### src/wtosc_pkg.sv
// Shared constants, codes and controller/datapath types for the wavetable oscillator.
package wtosc_pkg;

   localparam int TABLE_DEPTH_DEF = 1024;
   localparam int SAMPLE_W        = 16;
   localparam int FRAC_W          = 16;
   localparam int INC_W           = 26;
   localparam int GAIN_W          = 16;
   localparam int GAIN_FRAC       = 15;
   localparam int LEN_W           = 11;
   localparam int ADDR_W          = 11;
   localparam int CSR_ADDR_W      = 2;
   localparam int CSR_DATA_W      = 26;
   localparam int MIN_LEN         = 2;
   localparam int RESET_GAIN      = 32768;
   localparam int RESET_LEN       = 1024;

   // phase keeps one spare integer bit so any clamped length fits
   localparam int PH_W   = LEN_W + FRAC_W;
   // integer part of phase plus increment
   localparam int NUM_W  = LEN_W + 1;
   localparam int MUL_W  = SAMPLE_W + FRAC_W + 2;
   localparam int GMUL_W = SAMPLE_W + GAIN_W + 2;

   typedef enum logic [CSR_ADDR_W-1:0] {
      CSR_PHASE_INC = 2'd0,
      CSR_GAIN      = 2'd1,
      CSR_TABLE_LEN = 2'd2
   } csr_reg_type;

   typedef enum logic {
      REQ_WRITE = 1'b0,
      REQ_TICK  = 1'b1
   } req_kind_type;

   typedef logic signed [SAMPLE_W-1:0] sample_type;

   typedef struct packed {
      logic req_ready;
      logic ram_we;
      logic read_next;
      logic cap_s0;
      logic mul_diff;
      logic mul_gain;
      logic load_out;
      logic take_sum;
      logic take_sum_wrap;
      logic mod_from_phase;
      logic mod_from_sum;
   } dp_cmd_type;

   typedef struct packed {
      logic req_valid;
      logic req_is_tick;
      logic phase_stale;
      logic sum_in_range;
      logic sum_one_wrap;
      logic mod_busy;
      logic out_free;
   } dp_status_type;

endpackage

### src/wtosc_ctrl.sv
// Sequencer for table writes and the read, interpolate, scale and phase-wrap steps of a tick.
module wtosc_ctrl (
   input  logic                     clock,
   input  logic                     reset,
   input  wtosc_pkg::dp_status_type status,
   output wtosc_pkg::dp_cmd_type    cmd
);
   import wtosc_pkg::*;

   typedef enum logic [3:0] {
      ST_IDLE,
      ST_WRITE,
      ST_READ0,
      ST_READ1,
      ST_MUL0,
      ST_MUL1,
      ST_DONE,
      ST_REDUCE,
      ST_WRAP
   } state_type;

   state_type state_ff;
   state_type state_in;

   always_comb begin
      cmd      = '0;
      state_in = state_ff;
      unique case (state_ff)
         ST_IDLE: begin
            cmd.req_ready = 1'b1;
            if (status.req_valid) begin
               state_in = status.req_is_tick ? ST_READ0 : ST_WRITE;
            end
         end
         ST_WRITE: begin
            cmd.ram_we = 1'b1;
            state_in   = ST_IDLE;
         end
         ST_READ0: begin
            // a shortened table leaves the phase out of range: reduce it first
            if (status.phase_stale) begin
               cmd.mod_from_phase = 1'b1;
               state_in           = ST_REDUCE;
            end else begin
               state_in = ST_READ1;
            end
         end
         ST_READ1: begin
            cmd.read_next = 1'b1;
            cmd.cap_s0    = 1'b1;
            state_in      = ST_MUL0;
         end
         ST_MUL0: begin
            cmd.mul_diff = 1'b1;
            state_in     = ST_MUL1;
         end
         ST_MUL1: begin
            cmd.mul_gain = 1'b1;
            state_in     = ST_DONE;
         end
         ST_DONE: begin
            // hold until the output word has somewhere to go
            if (status.out_free) begin
               cmd.load_out = 1'b1;
               if (status.sum_in_range) begin
                  cmd.take_sum = 1'b1;
                  state_in     = ST_IDLE;
               end else if (status.sum_one_wrap) begin
                  cmd.take_sum_wrap = 1'b1;
                  state_in          = ST_IDLE;
               end else begin
                  cmd.mod_from_sum = 1'b1;
                  state_in         = ST_WRAP;
               end
            end
         end
         ST_REDUCE: begin
            if (!status.mod_busy) begin
               state_in = ST_READ0;
            end
         end
         ST_WRAP: begin
            if (!status.mod_busy) begin
               state_in = ST_IDLE;
            end
         end
         default: begin
            state_in = ST_IDLE;
         end
      endcase
   end

   always_ff @(posedge clock) begin
      if (reset) begin
         state_ff <= ST_IDLE;
      end else begin
         state_ff <= state_in;
      end
   end

endmodule

### config.mk
export PLATFORM = sky130hd
export DESIGN_NAME = wtosc_ctrl
export DESIGN_NICKNAME = d
export VERILOG_FILES = /design/src/wtosc_pkg.sv /design/src/wtosc_ctrl.sv
export SDC_FILE = /design/constraint.sdc
export NUM_CORES = 1
export LEC_CHECK = 0
export CORE_AREA = 2 2 39 41
export DETAILED_ROUTE_END_ITERATION = 6
export DIE_AREA = 0 0 41 43
export DONT_BUFFER_PORTS = 1
export GPL_TIMING_DRIVEN = 0
export PLACE_DENSITY = 0.39
export SYNTH_ARGS = -nofsm -noshare
export SYNTH_HDL_FRONTEND = slang
export SYNTH_SLANG_ARGS = --single-unit
### constraint.sdc
create_clock -name clock -period 3.2 [get_ports clock]
set_clock_uncertainty 0.15 [all_clocks]
set_input_delay 0.16 -clock clock [delete_from_list [all_inputs] [get_ports clock]]
set_output_delay 0.16 -clock clock [all_outputs]
set_load 0.01 [all_outputs]
==> impl_summary.log, run 1 <==
INFO  metric worstPathRequired = approximately 3.2 ns
INFO  metric floorplan.die_area = about 1800 sq um
INFO  metric synth_top_area_cell = sky130_fd_sc_hd__dfxtp_1
INFO  metric area.growth.synth_to_final = 19.2%
INFO  metric cts_tree = built
INFO  metric synth.avg_cell_area = approximately 7.3 sq um
INFO  metric setup_repair_after_global_routing_missed_its_margin = no
INFO  metric floorplan.rows = 14
INFO  metric grt_remaining_overflow = 0
INFO  metric maxUsedRoutingLayer = met3
INFO  metric cts_made_buffers = 3
INFO  metric slew_of_the_pin_with_the_lowest_slew_margin = approximately 0.5 ns
INFO  metric routedWlPerCell = ~12 microns
INFO  metric first_global_vias = ~380
INFO  metric ant_nets = 0
INFO  metric seq_area = 80.1 sq um
INFO  metric top_reg_by_flops = state_ff
INFO  metric largest_register_ffs = 4
INFO  metric timing_max_transition_violations_final = 0
INFO  metric remaining_drc_errors = 0
INFO  metric detailedPlacementHpwl = ~670 microns
INFO  metric final-setup-viol-count = 0
INFO  metric worst_skew_pair.late_latency = ~0.23 ns
INFO  metric port-buffer-count = 0
INFO  metric powerDensity = roughly 660 nW/um^2
INFO  metric static-leakage-power = between 0.2 and 0.25 nW
INFO  metric layout_worst_path_cycle_share = 0.615
INFO  metric placed_instance_count = 68
INFO  metric post-layout-total-power = ~0.30 mW
INFO  metric timing.critical_path.arrival = a little under 2 ns
INFO  metric cts_sinks = 4
INFO  metric via_per_inst = ~5.4
INFO  metric yosys-top-cells-area = sky130_fd_sc_hd__dfxtp_1 21%, sky130_fd_sc_hd__nor3_1 6.6%, sky130_fd_sc_hd__buf_2 5.3%
INFO  metric drt_pass1_iterations = 2
INFO  metric finish.cell_count_without_fillers = 74
INFO  metric cts_max_path_buffers = 2
INFO  metric postSynthNetCount = between 60 and 70
INFO  metric hp-start = status[1]
INFO  metric setup.worst_path.end = state_ff[3]
INFO  metric detail_route.wirelength.met1 = ~430 microns
INFO  metric combined_area_of_the_multi_input_logic_cells = between 200 and 300 sq um
INFO  metric maximum_number_of_pins_on_one_net_before_global_route_repair = 11
INFO  metric crit_type = reg2reg
INFO  metric yosysUniqueCellTypes = 27
INFO  metric synth.yosys.seq_area_share = 0.212
INFO  metric first_pass_grt_wire_length = roughly 1500 microns
INFO  metric rrSetupSlack = between 1 and 1.5 ns
INFO  metric detailedRoute.firstIterationViolations = 3
INFO  metric worst-r2r-cell-count = 5
INFO  metric die_h = approximately 43 microns
INFO  metric wl_met2 = 423 microns
INFO  metric worst_hold_slack = between 0.015 and 0.02 ns
INFO  metric remaining_max_slew_budget_at_the_tightest_pin = 0.667
INFO  metric yosys.area.top_type_share = 0.212
INFO  metric final_core_utilization = 0.325
INFO  metric layout.filler_cells = 165
INFO  metric hold_path_class = in2reg
INFO  metric leading_registers_by_flop_count = state_ff (4)
INFO  metric core_area = 1380 sq um
INFO  metric netlist_area = approximately 380 sq um
INFO  metric worst_setup_hold_path_clk_slew = around 0.04 ns
INFO  metric ctsResizeCount = 0
INFO  metric grt_antenna_before_repair = 0
INFO  metric layout_common_cells = 5 x sky130_fd_sc_hd__nor2_1, 5 x sky130_fd_sc_hd__nor3_1, 5 x sky130_fd_sc_hd__nand2_1
INFO  metric ir_drop = 0.313 mV
INFO  metric top_level_pins = 20
INFO  metric clockRootBuffer = sky130_fd_sc_hd__clkbuf_4
INFO  metric hold_viol_final = 0
INFO  metric chipWidth = between 40 and 50 microns
INFO  metric routed-wl-met3 = around 66 microns
INFO  metric place_congestion = about 0.66
INFO  metric synthesis.instances = 52
INFO  metric critical_path.startpoint = state_ff[1]
INFO  metric initial_core_util = 0.273
INFO  metric layout_min_cycle_time = between 1.5 and 2 ns
INFO  metric ctsHtreeMaxLevel = 1
INFO  metric drive_above_1_share = 0.241
INFO  metric fin_nets = a little under 70
INFO  metric overall_via_count_from_detail_route = 396
INFO  metric path_max_fanout = 6
INFO  metric worstSetupEndpointType = flop
INFO  metric crit-reg2reg-launch = state_ff[1]
INFO  metric yosys_warnings = 0
INFO  metric antenna_cells_inserted = 0
INFO  metric detail_route.wirelength = 924 microns
INFO  metric max_cap_violations = 0
INFO  metric tns = 0 ns
INFO  metric maxClockFrequency = roughly 510 MHz
INFO  metric startpoint_type = flop
INFO  metric globalRouteTotalUtil = 0.127
INFO  metric worstReg2RegEnd = state_ff[3]
INFO  metric yosys_register_bits = 4
INFO  metric run_status = complete, no violations
==> Yosys cell counts, drive strengths merged <==
cell type	n
nand2b	3
nor4b	1
nand4b	1
nor4	1
and3b	1
a21oi	4
a21o	1
and3	1
mux2i	1
dfxtp	4
nor3	5
and2b	1
nor2	5
o21ai	4
nand4	1
buf	5
nand2	5
nand3	1
inv	3
and4b	1
or3	1
a41o	1
nor3b	1
==> area by class of cell <==
type                            instances  share of cell area
Tap cell                               16              0.0444
Clock buffer                            3              0.0500
Buffer                                  5              0.0611
Multi-Input combinational cell         40               0.575
Inverter                                3              0.0250
Sequential cell                         4               0.178
Timing Repair Buffer                    3              0.0667
==> metrics by stage <==
stage | setup slack (ns) | area, sq um
floorplan | 1.76 | 378
global placement | 1.60 | 398
detailed placement | 1.60 | 398
CTS | 1.20 | 450
global route | 1.13 | 450
finish | 1.23 | 450
==> power by group <==
group | internal, mW | total (mW) | switching, mW | leakage [nW]
logic | 0.0579 | 0.154 | 0.0963 | 0.188
clock network | 0.0418 | 0.0604 | 0.0186 | 0.0138
registers | 0.0647 | 0.0843 | 0.0197 | 0.0328
==> critical path, cell delays in order (launching register included) <==
cell                            delay, ns
sky130_fd_sc_hd__dfxtp_1             0.42
sky130_fd_sc_hd__and2b_1             0.19
sky130_fd_sc_hd__nand4b_2            0.13
sky130_fd_sc_hd__or3_4               0.35
sky130_fd_sc_hd__a21oi_2             0.11
sky130_fd_sc_hd__dlygate4sd3_1       0.55
==> logic make-up after synthesis <==
group | count (synthesis) | synth area share
and+or+nand+nor | 29 | 0.477
AOI/OAI and AO/OA | 10 | 0.182
buffers and inverters | 8 | 0.103
DFF | 4 | 0.212
muxes | 1 | 0.0265
==> worst min path at each step <==
stage,to,cells past startpoint
after floorplan,state_ff[3],1
after global placement,state_ff[3],1
after detailed placement,state_ff[3],1
after CTS,state_ff[0],3
after global routing,state_ff[1],2
final,state_ff[0],3
==> timing repair <==
| item | CTS | global route |
|---|---|---|
| hold buffers | 3 | 0 |
| hold endpoints to repair | 3 | 0 |
| setup buffers | 0 | 0 |
==> routing by layer <==
metal,global-route usage,up-vias
met5,0,-
li1,-,198
met1,0.138,181
met2,0.209,17
met4,0.0200,0
met3,0.0681,0
(Power assumes the default switching activity.)
==> run 2, diff against run 1 <==
--- a/config.mk
+++ b/config.mk
@@ -5,12 +5,13 @@
 export SDC_FILE = /design/constraint.sdc
 export NUM_CORES = 1
 export LEC_CHECK = 0
+export ABC_AREA = 1
 export CORE_AREA = 2 2 39 41
 export DETAILED_ROUTE_END_ITERATION = 6
 export DIE_AREA = 0 0 41 43
 export DONT_BUFFER_PORTS = 1
 export GPL_TIMING_DRIVEN = 0
-export PLACE_DENSITY = 0.39
+export PLACE_DENSITY = 0.38
 export SYNTH_ARGS = -nofsm -noshare
 export SYNTH_HDL_FRONTEND = slang
 export SYNTH_SLANG_ARGS = --single-unit
==> constraint.sdc (replaced) <==
create_clock -name clock -period 2.03 [get_ports clock]
set_clock_uncertainty 0.15 [all_clocks]
set_input_delay 0.1015 -clock clock [delete_from_list [all_inputs] [get_ports clock]]
set_output_delay 0.1015 -clock clock [all_outputs]
set_load 0.01 [all_outputs]
==> run 2 against run 1 <==
Effect of this change: combinational power grew 130%; first-iteration DRC count increased to 2.7 times the previous value; clock power grew 58%; register-to-register slack worse by 1.0 ns; synthesized cell count rose by 23%; cell area fell by 1.4%; routed wire length decreased by 5.3%; core utilization down 0.45 points; sequential cell count unchanged; global-route usage shrank 0.40 points; setup slack worse by 1.0 ns; final cell count is 16% higher; critical path type unchanged.
==> impl_summary.log, run 2 <==
INFO  metric run_status = complete, no violations
INFO  metric cts_max_path_buffers = 2 (unchanged)
INFO  metric worst_hold_slack = 0.0468 ns (+0.0269 ns)
INFO  metric async_reset_ff_frac = 0 (unchanged)
INFO  metric floorplan.rows = 14 (unchanged)
INFO  metric netSwitchingFraction = 0.517 (+0.0672)
INFO  metric layout_common_cells = 15 x sky130_fd_sc_hd__nand2_1, 11 x sky130_fd_sc_hd__inv_1, 8 x sky130_fd_sc_hd__nand3_1
INFO  metric netlist_area = 372 sq um (-1.7%)
INFO  metric layout.cells.most_common = sky130_fd_sc_hd__nand2_1
INFO  metric worst_setup_hold_path_clk_slew = 0.04 ns (about the same)
INFO  metric globalRouteTotalUtil = 0.122 (-0.00402)
INFO  metric yosys-top-cells-area = sky130_fd_sc_hd__dfxtp_1 22%, sky130_fd_sc_hd__nand2_1 15%, sky130_fd_sc_hd__inv_1 11%
INFO  metric leading_registers_by_flop_count = state_ff (4)
INFO  metric netSwitchingPower = 0.310 mW (+130%)
INFO  metric synth_most_common_cell = sky130_fd_sc_hd__nand2_1
INFO  metric powerDensity = 1350 nW/um^2 (+100%)
INFO  metric post_cts.repair.setup_buffers = 0 (unchanged)
INFO  metric final_area = 444 sq um (-1.4%)
INFO  metric routedWlPerCell = 10.2 microns (-19%)
INFO  metric largest_register_ffs = 4 (unchanged)
INFO  metric crit_type = reg2reg
INFO  metric top_level_pins = 20 (unchanged)
INFO  metric cts_hold_repair.buffers = 3 (unchanged)
INFO  metric combined_area_of_the_multi_input_logic_cells = 239 sq um (-7.7%)
INFO  metric cts_sinks = 4 (unchanged)
INFO  metric synth_top_area_cell = sky130_fd_sc_hd__dfxtp_1
INFO  metric cts_made_buffers = 3 (unchanged)
INFO  metric detail_route.wirelength = 875 microns (-5.3%)
INFO  metric synth.yosys.seq_area_share = 0.215 (+0.00357)
INFO  metric worstSetupEndpointType = flop
INFO  metric synth_top_flop_cell = sky130_fd_sc_hd__dfxtp_1
INFO  metric layout_min_cycle_time = 1.80 ns (-0.164 ns)
INFO  metric drive_above_1_share = 0.200 (-0.0414)
INFO  metric path_max_fanout = 6 (unchanged)
INFO  metric drt_pass1_iterations = 4 (+2)
INFO  metric clock_power_share = 0.159 (-0.043)
INFO  metric detailedPlacementHpwl = 719 microns (+7.1%)
INFO  metric die_h = 43 microns (unchanged)
INFO  metric first_pass_grt_wire_length = 1460 microns (-4.1%)
INFO  metric startpoint_type = flop
INFO  metric antenna_cells_inserted = 0 (unchanged)
INFO  metric layout.filler_cells = 151 (-8.5%)
INFO  metric yosysUniqueCellTypes = 16 (-41%)
INFO  metric grt_remaining_overflow = 0 (unchanged)
INFO  metric worst_skew_pair.late_latency = 0.23 ns (about the same)
INFO  metric slew_of_the_pin_with_the_lowest_slew_margin = 0.359 ns (-0.136 ns)
INFO  metric timing_max_transition_violations_final = 0 (unchanged)
INFO  metric comb_power_share = 0.583 (+0.067)
INFO  metric port-buffer-count = 0 (unchanged)
INFO  metric maximum_number_of_pins_on_one_net_before_global_route_repair = 8 (-3)
INFO  metric yosys.area.top_type_share = 0.215 (+0.00357)
INFO  metric placedInstanceArea = 392 sq um (-1.6%)
INFO  metric via_per_inst = 4.70 (-12%)
INFO  metric grt_antenna_before_repair = 0 (unchanged)
INFO  metric synth.top_cells.by_count = 15 x sky130_fd_sc_hd__nand2_1, 11 x sky130_fd_sc_hd__inv_1, 8 x sky130_fd_sc_hd__nand3_1
INFO  metric synth.avg_cell_area = 5.81 sq um (-20%)
INFO  metric detailedRoute.firstIterationViolations = 8 (+5)
INFO  metric initial_core_util = 0.269 (-0.00452)
INFO  metric postSynthNetCount = 73 (+20%)
INFO  metric fin_nets = 81 (+17%)
INFO  metric ant_nets = 0 (unchanged)
INFO  metric power_report.internal_total = 0.290 mW (+76%)
INFO  metric core_area = 1380 sq um (unchanged)
INFO  metric yosys_warnings = 0 (unchanged)
INFO  metric hold_viol_final = 0 (unchanged)
INFO  metric area.growth.synth_to_final = 19.5%
INFO  metric layout_worst_path_cycle_share = 0.888 (+0.274)
INFO  metric synthesis.instances = 64 (+23%)
INFO  metric number_of_synthesized_flops_with_an_enable_pin = 0 (unchanged)
INFO  metric ctsHtreeMaxLevel = 1 (unchanged)
INFO  metric static-leakage-power = 0.230 nW (-1.7%)
INFO  metric sequentialPowerShare = 0.258 (-0.024)
INFO  metric chipWidth = 41 microns (unchanged)
INFO  metric yosys_register_bits = 4 (unchanged)
INFO  metric cts_tree = built
INFO  metric ctsResizeCount = 0 (unchanged)
INFO  metric postLayoutSetupSlackWorst = 0.227 ns (-1.01 ns)
INFO  metric ir_drop = 0.426 mV (+36%)
INFO  metric remaining_max_slew_budget_at_the_tightest_pin = 0.759 (+0.0920)
INFO  metric remaining_drc_errors = 0 (unchanged)
INFO  metric place_congestion = 0.744 (+14%)
INFO  metric tns = 0 ns (unchanged)
INFO  metric floorplan.die_area = 1760 sq um (unchanged)
INFO  metric hold_path_class = in2reg
INFO  metric final-setup-viol-count = 0 (unchanged)
INFO  metric pre_cts_worst_setup_slack = 0.640 ns (-0.962 ns)
INFO  metric first_global_vias = 350 (-8.4%)
INFO  metric setup_repair_after_global_routing_missed_its_margin = no
INFO  metric worstPathRequired = 2.05 ns (-1.17 ns)
INFO  metric rrSetupSlack = 0.23 ns (-1.01 ns)
INFO  metric post-layout-total-power = 0.600 mW (+100%)
INFO  metric timing.critical_path.arrival = 1.83 ns (-0.16 ns)
INFO  metric clockRootBuffer = sky130_fd_sc_hd__clkbuf_4
INFO  metric top_reg_by_flops = state_ff
INFO  metric max_cap_violations = 0 (unchanged)
INFO  metric seq_area = 80.1 sq um (unchanged)
INFO  metric maxClockFrequency = 555 MHz (+9.1%)
INFO  metric overall_via_count_from_detail_route = 404 (+2.0%)
==> run 2: changes by cell type in the layout (fill, tap and decap cells not counted), moves of 3 or more <==
cell                       previous run  this run
sky130_fd_sc_hd__inv_1                3        11
sky130_fd_sc_hd__buf_2                4         0
sky130_fd_sc_hd__nand3_1              1         8
sky130_fd_sc_hd__nor3_1               5         1
sky130_fd_sc_hd__nand2b_1             3         0
sky130_fd_sc_hd__nor2_2               0         4
sky130_fd_sc_hd__nand2_1              5        15
==> run 2: stage by stage <==
| stage | utilization | instances |
|---|---|---|
| floorplan | - | 64 |
| global placement | 0.283 | 80 |
| detailed placement | 0.283 | 80 |
| CTS | 0.321 | 86 |
| global route | 0.321 | 86 |
| finish | 0.321 | 86 |
==> run 2: layer usage <==
metal	routed length, microns	vias to the layer above	share of wire	global-route usage
li1	-	212	-	-
met5	0	-	0	0
met1	414	174	0.47	0.158
met4	6	0	0.0069	0.0600
met3	43	2	0.049	0.0471
met2	410	16	0.47	0.172
==> run 2: power by group through the flow <==
stage               Clock, mW  Sequential (mW)  Combinational, mW
floorplan                   0            0.148              0.292
global placement            0            0.157              0.356
detailed placement          0            0.158              0.348
CTS                     0.100            0.156              0.354
global route            0.106            0.164              0.394
finish                 0.0952            0.155              0.350
==> run 2: cell families (layout without fill, tap and decap cells) <==
family,Yosys count,after routing,synth area share
AND/OR/NAND/NOR,41,41,0.562
AO/OA/AOI/OAI,6,6,0.0808
flip-flops,4,4,0.215
buffers and inverters,13,19,0.141
==> run 2: area by class of cell <==
| type | instances | share of cell area |
|---|---|---|
| multi-input cells | 47 | 0.538 |
| flip-flops and latches | 4 | 0.180 |
| well taps | 16 | 0.0451 |
| repair buffers | 3 | 0.0676 |
| plain buffers | 1 | 0.0169 |
| inverters | 12 | 0.101 |
| clock buffers | 3 | 0.0507 |
==> run 2: final timing paths <==
kind | startpoint | to | cells after the start
setup reg to reg | state_ff[1] | state_ff[3] | 7
hold / removal | status[5] | state_ff[1] | 4
setup / recovery | state_ff[1] | state_ff[3] | 7
hold reg to reg | state_ff[1] | state_ff[1] | 2
==> run 2: critical path, cell delays in order (launching register included) <==
cell	delay, ns
sky130_fd_sc_hd__dfxtp_1	0.43
sky130_fd_sc_hd__inv_2	0.08
sky130_fd_sc_hd__nor2_4	0.12
sky130_fd_sc_hd__nand2_2	0.09
sky130_fd_sc_hd__nor3_2	0.10
sky130_fd_sc_hd__nand2_1	0.09
sky130_fd_sc_hd__a21oi_1	0.13
sky130_fd_sc_hd__dlygate4sd3_1	0.55
==> run 3, diff against run 2 <==
--- a/config.mk
+++ b/config.mk
@@ -10,7 +10,6 @@
 export DETAILED_ROUTE_END_ITERATION = 6
 export DIE_AREA = 0 0 41 43
 export DONT_BUFFER_PORTS = 1
-export GPL_TIMING_DRIVEN = 0
 export PLACE_DENSITY = 0.38
 export SYNTH_ARGS = -nofsm -noshare
 export SYNTH_HDL_FRONTEND = slang
==> run 3 against run 2 <==
Effect of this change: hold slack improved by 0.0047 ns; clock power rose by 6%; sequential cell count did not move; register-to-register slack got worse by 0.02 ns; die area did not move; power rose by 1.4%; non-clock buffer count did not move; first-iteration DRC count fell by 13%; largest power group unchanged; core utilization rose by 0.18 points; sequential share of layout area fell by 0.10 points; largest cell class unchanged; clock-buffer cell count did not move.
==> impl_summary.log, run 3 (same netlist as run 2, synthesis figures left out) <==
INFO  metric run_status = complete, no violations
INFO  metric area.growth.synth_to_final = 20.2%
INFO  metric pre_cts_worst_setup_slack = 0.640 ns (-0.000317 ns)
INFO  metric cts_sinks = 4 (unchanged)
INFO  metric hp-start = status[4]
INFO  metric worst-r2r-cell-count = 7 (unchanged)
INFO  metric worstPathRequired = 2.06 ns (about the same)
INFO  metric grt_remaining_overflow = 0 (unchanged)
INFO  metric worst_hold_slack = 0.0516 ns (+0.00474 ns)
INFO  metric detailedPlacementHpwl = 772 microns (+7.4%)
INFO  metric leading_registers_by_flop_count = state_ff (4)
INFO  metric place_congestion = 0.746 (+0.21%)
INFO  metric setup_repair_after_global_routing_missed_its_margin = no
INFO  metric chipWidth = 41 microns (unchanged)
INFO  metric via_per_inst = 4.50 (-4.2%)
INFO  metric crit_type = reg2reg
INFO  metric postLayoutSetupSlackWorst = 0.205 ns (-0.0224 ns)
INFO  metric startpoint_type = flop
INFO  metric cts_made_buffers = 3 (unchanged)
INFO  metric layout_common_cells = 15 x sky130_fd_sc_hd__nand2_1, 11 x sky130_fd_sc_hd__inv_1, 8 x sky130_fd_sc_hd__nand3_1
INFO  metric ir_drop = 0.742 mV (+74%)
INFO  metric layout.cells.most_common = sky130_fd_sc_hd__nand2_1
INFO  metric powerDensity = 1360 nW/um^2 (+0.83%)
INFO  metric path_max_fanout = 6 (unchanged)
INFO  metric timing.critical_path.arrival = 1.85 ns (+0.02 ns)
INFO  metric tns = 0 ns (unchanged)
INFO  metric top_level_pins = 20 (unchanged)
INFO  metric maxClockFrequency = 548 MHz (-1.2%)
INFO  metric post_cts.repair.setup_buffers = 0 (unchanged)
INFO  metric detailedRoute.firstIterationViolations = 7 (-1)
INFO  metric placedInstanceArea = 384 sq um (-1.9%)
INFO  metric post-layout-total-power = 0.608 mW (+1.4%)
INFO  metric globalRouteTotalUtil = 0.128 (+0.00541)
INFO  metric worstSetupEndpointType = flop
INFO  metric ctsHtreeMaxLevel = 1 (unchanged)
INFO  metric setup.worst_path.end = state_ff[3]
INFO  metric grt_antenna_before_repair = 0 (unchanged)
INFO  metric final_area = 447 sq um (+0.56%)
INFO  metric port-buffer-count = 0 (unchanged)
INFO  metric worst_skew_pair.late_latency = 0.24 ns (about the same)
INFO  metric routedWlPerCell = 11.0 microns (+8.0%)
INFO  metric floorplan.die_area = 1760 sq um (unchanged)
INFO  metric first_pass_grt_wire_length = 1490 microns (+1.9%)
INFO  metric fin_nets = 81 (unchanged)
INFO  metric worstReg2RegEnd = state_ff[3]
INFO  metric hold_viol_final = 0 (unchanged)
INFO  metric rrSetupSlack = 0.20 ns (-0.02 ns)
INFO  metric core_area = 1380 sq um (unchanged)
INFO  metric static-leakage-power = 0.223 nW (-3.0%)
INFO  metric timing_max_transition_violations_final = 0 (unchanged)
INFO  metric final-setup-viol-count = 0 (unchanged)
INFO  metric floorplan.rows = 14 (unchanged)
INFO  metric drt_pass1_iterations = 2 (-2)
INFO  metric first_global_vias = 358 (+2.3%)
INFO  metric antenna_cells_inserted = 0 (unchanged)
INFO  metric max_cap_violations = 0 (unchanged)
INFO  metric largest_register_ffs = 4 (unchanged)
INFO  metric cts_tree = built
INFO  metric slew_of_the_pin_with_the_lowest_slew_margin = 0.347 ns (-0.0119 ns)
INFO  metric clockRootBuffer = sky130_fd_sc_hd__clkbuf_4
INFO  metric overall_via_count_from_detail_route = 387 (-4.2%)
INFO  metric layout_worst_path_cycle_share = 0.899 (+0.0111)
INFO  metric top_reg_by_flops = state_ff
INFO  metric maximum_number_of_pins_on_one_net_before_global_route_repair = 8 (unchanged)
INFO  metric initial_core_util = 0.269 (unchanged)
INFO  metric detail_route.wirelength = 945 microns (+8.0%)
INFO  metric die_h = 43 microns (unchanged)
INFO  metric cts_max_path_buffers = 2 (unchanged)
INFO  metric layout_min_cycle_time = 1.83 ns (+0.0224 ns)
INFO  metric worst_setup_hold_path_clk_slew = 0.04 ns (about the same)
INFO  metric remaining_drc_errors = 0 (unchanged)
INFO  metric critical_path.startpoint = state_ff[1]
INFO  metric remaining_max_slew_budget_at_the_tightest_pin = 0.767 (+0.00797)
INFO  metric drive_above_1_share = 0.186 (-0.0143)
INFO  metric ant_nets = 0 (unchanged)
INFO  metric crit-reg2reg-launch = state_ff[1]
INFO  metric hold_path_class = in2reg
[run 3: changes by cell type in the layout (fill, tap and decap cells not counted), sizes merged]
cell | before | now
buf | 1 | 0
dlygate4sd3 | 3 | 4
[run 3: how the worst min path moves through the flow]
stage	slack, ns	cells past startpoint	to
after detailed placement	0.02	1	state_ff[1]
after CTS	0.04	4	state_ff[2]
after global placement	0.02	1	state_ff[2]
final	0.05	4	state_ff[2]
after floorplan	0.02	1	state_ff[0]
after global routing	0.06	4	state_ff[1]
[run 3: layout make-up]
cell class                      instances  area [sq um]
Tap cell                               16          20.0
Fill cell                             165           937
Inverter                               12          45.0
Multi-Input combinational cell         47           239
Sequential cell                         4          80.1
Timing Repair Buffer                    4          40.0
Clock buffer                            3          22.5
[run 3: metal layers]
layer	wire, microns	track usage	up-vias
met5	0	0	-
met3	54	0.0681	0
met4	0	0.0400	0
met2	433	0.175	11
li1	-	-	212
met1	457	0.169	164
[run 3: worst max-delay path, stage by stage (launching register included)]
cell,delay (ns)
sky130_fd_sc_hd__dfxtp_1,0.44
sky130_fd_sc_hd__inv_2,0.08
sky130_fd_sc_hd__nor2_4,0.13
sky130_fd_sc_hd__nand2_2,0.09
sky130_fd_sc_hd__nor3_2,0.11
sky130_fd_sc_hd__nand2_1,0.08
sky130_fd_sc_hd__dlygate4sd3_1,0.57
sky130_fd_sc_hd__a21oi_1,0.12
[run 3: where the power goes]
part           internal, mW  switching, mW
clock network        0.0663         0.0351
registers             0.109         0.0473
logic                 0.113          0.238
total                 0.288          0.320
[run 3: stage by stage]
| step | std cells | util |
|---|---|---|
| 2_1_floorplan | 64 | - |
| 3_3_place_gp | 79 | 0.278 |
| 3_5_place_dp | 79 | 0.278 |
| 4_1_cts | 86 | 0.323 |
| 5_1_grt | 86 | 0.323 |
| 6_report | 86 | 0.323 |
[run 3: repair_timing]
| action | 4_1_cts | 5_1_grt |
|---|---|---|
| gates resized for setup | 0 | 0 |
| endpoints found under the hold margin | 4 | 0 |
| setup endpoints to repair | 0 | 0 |
| hold buffers | 4 | 0 |
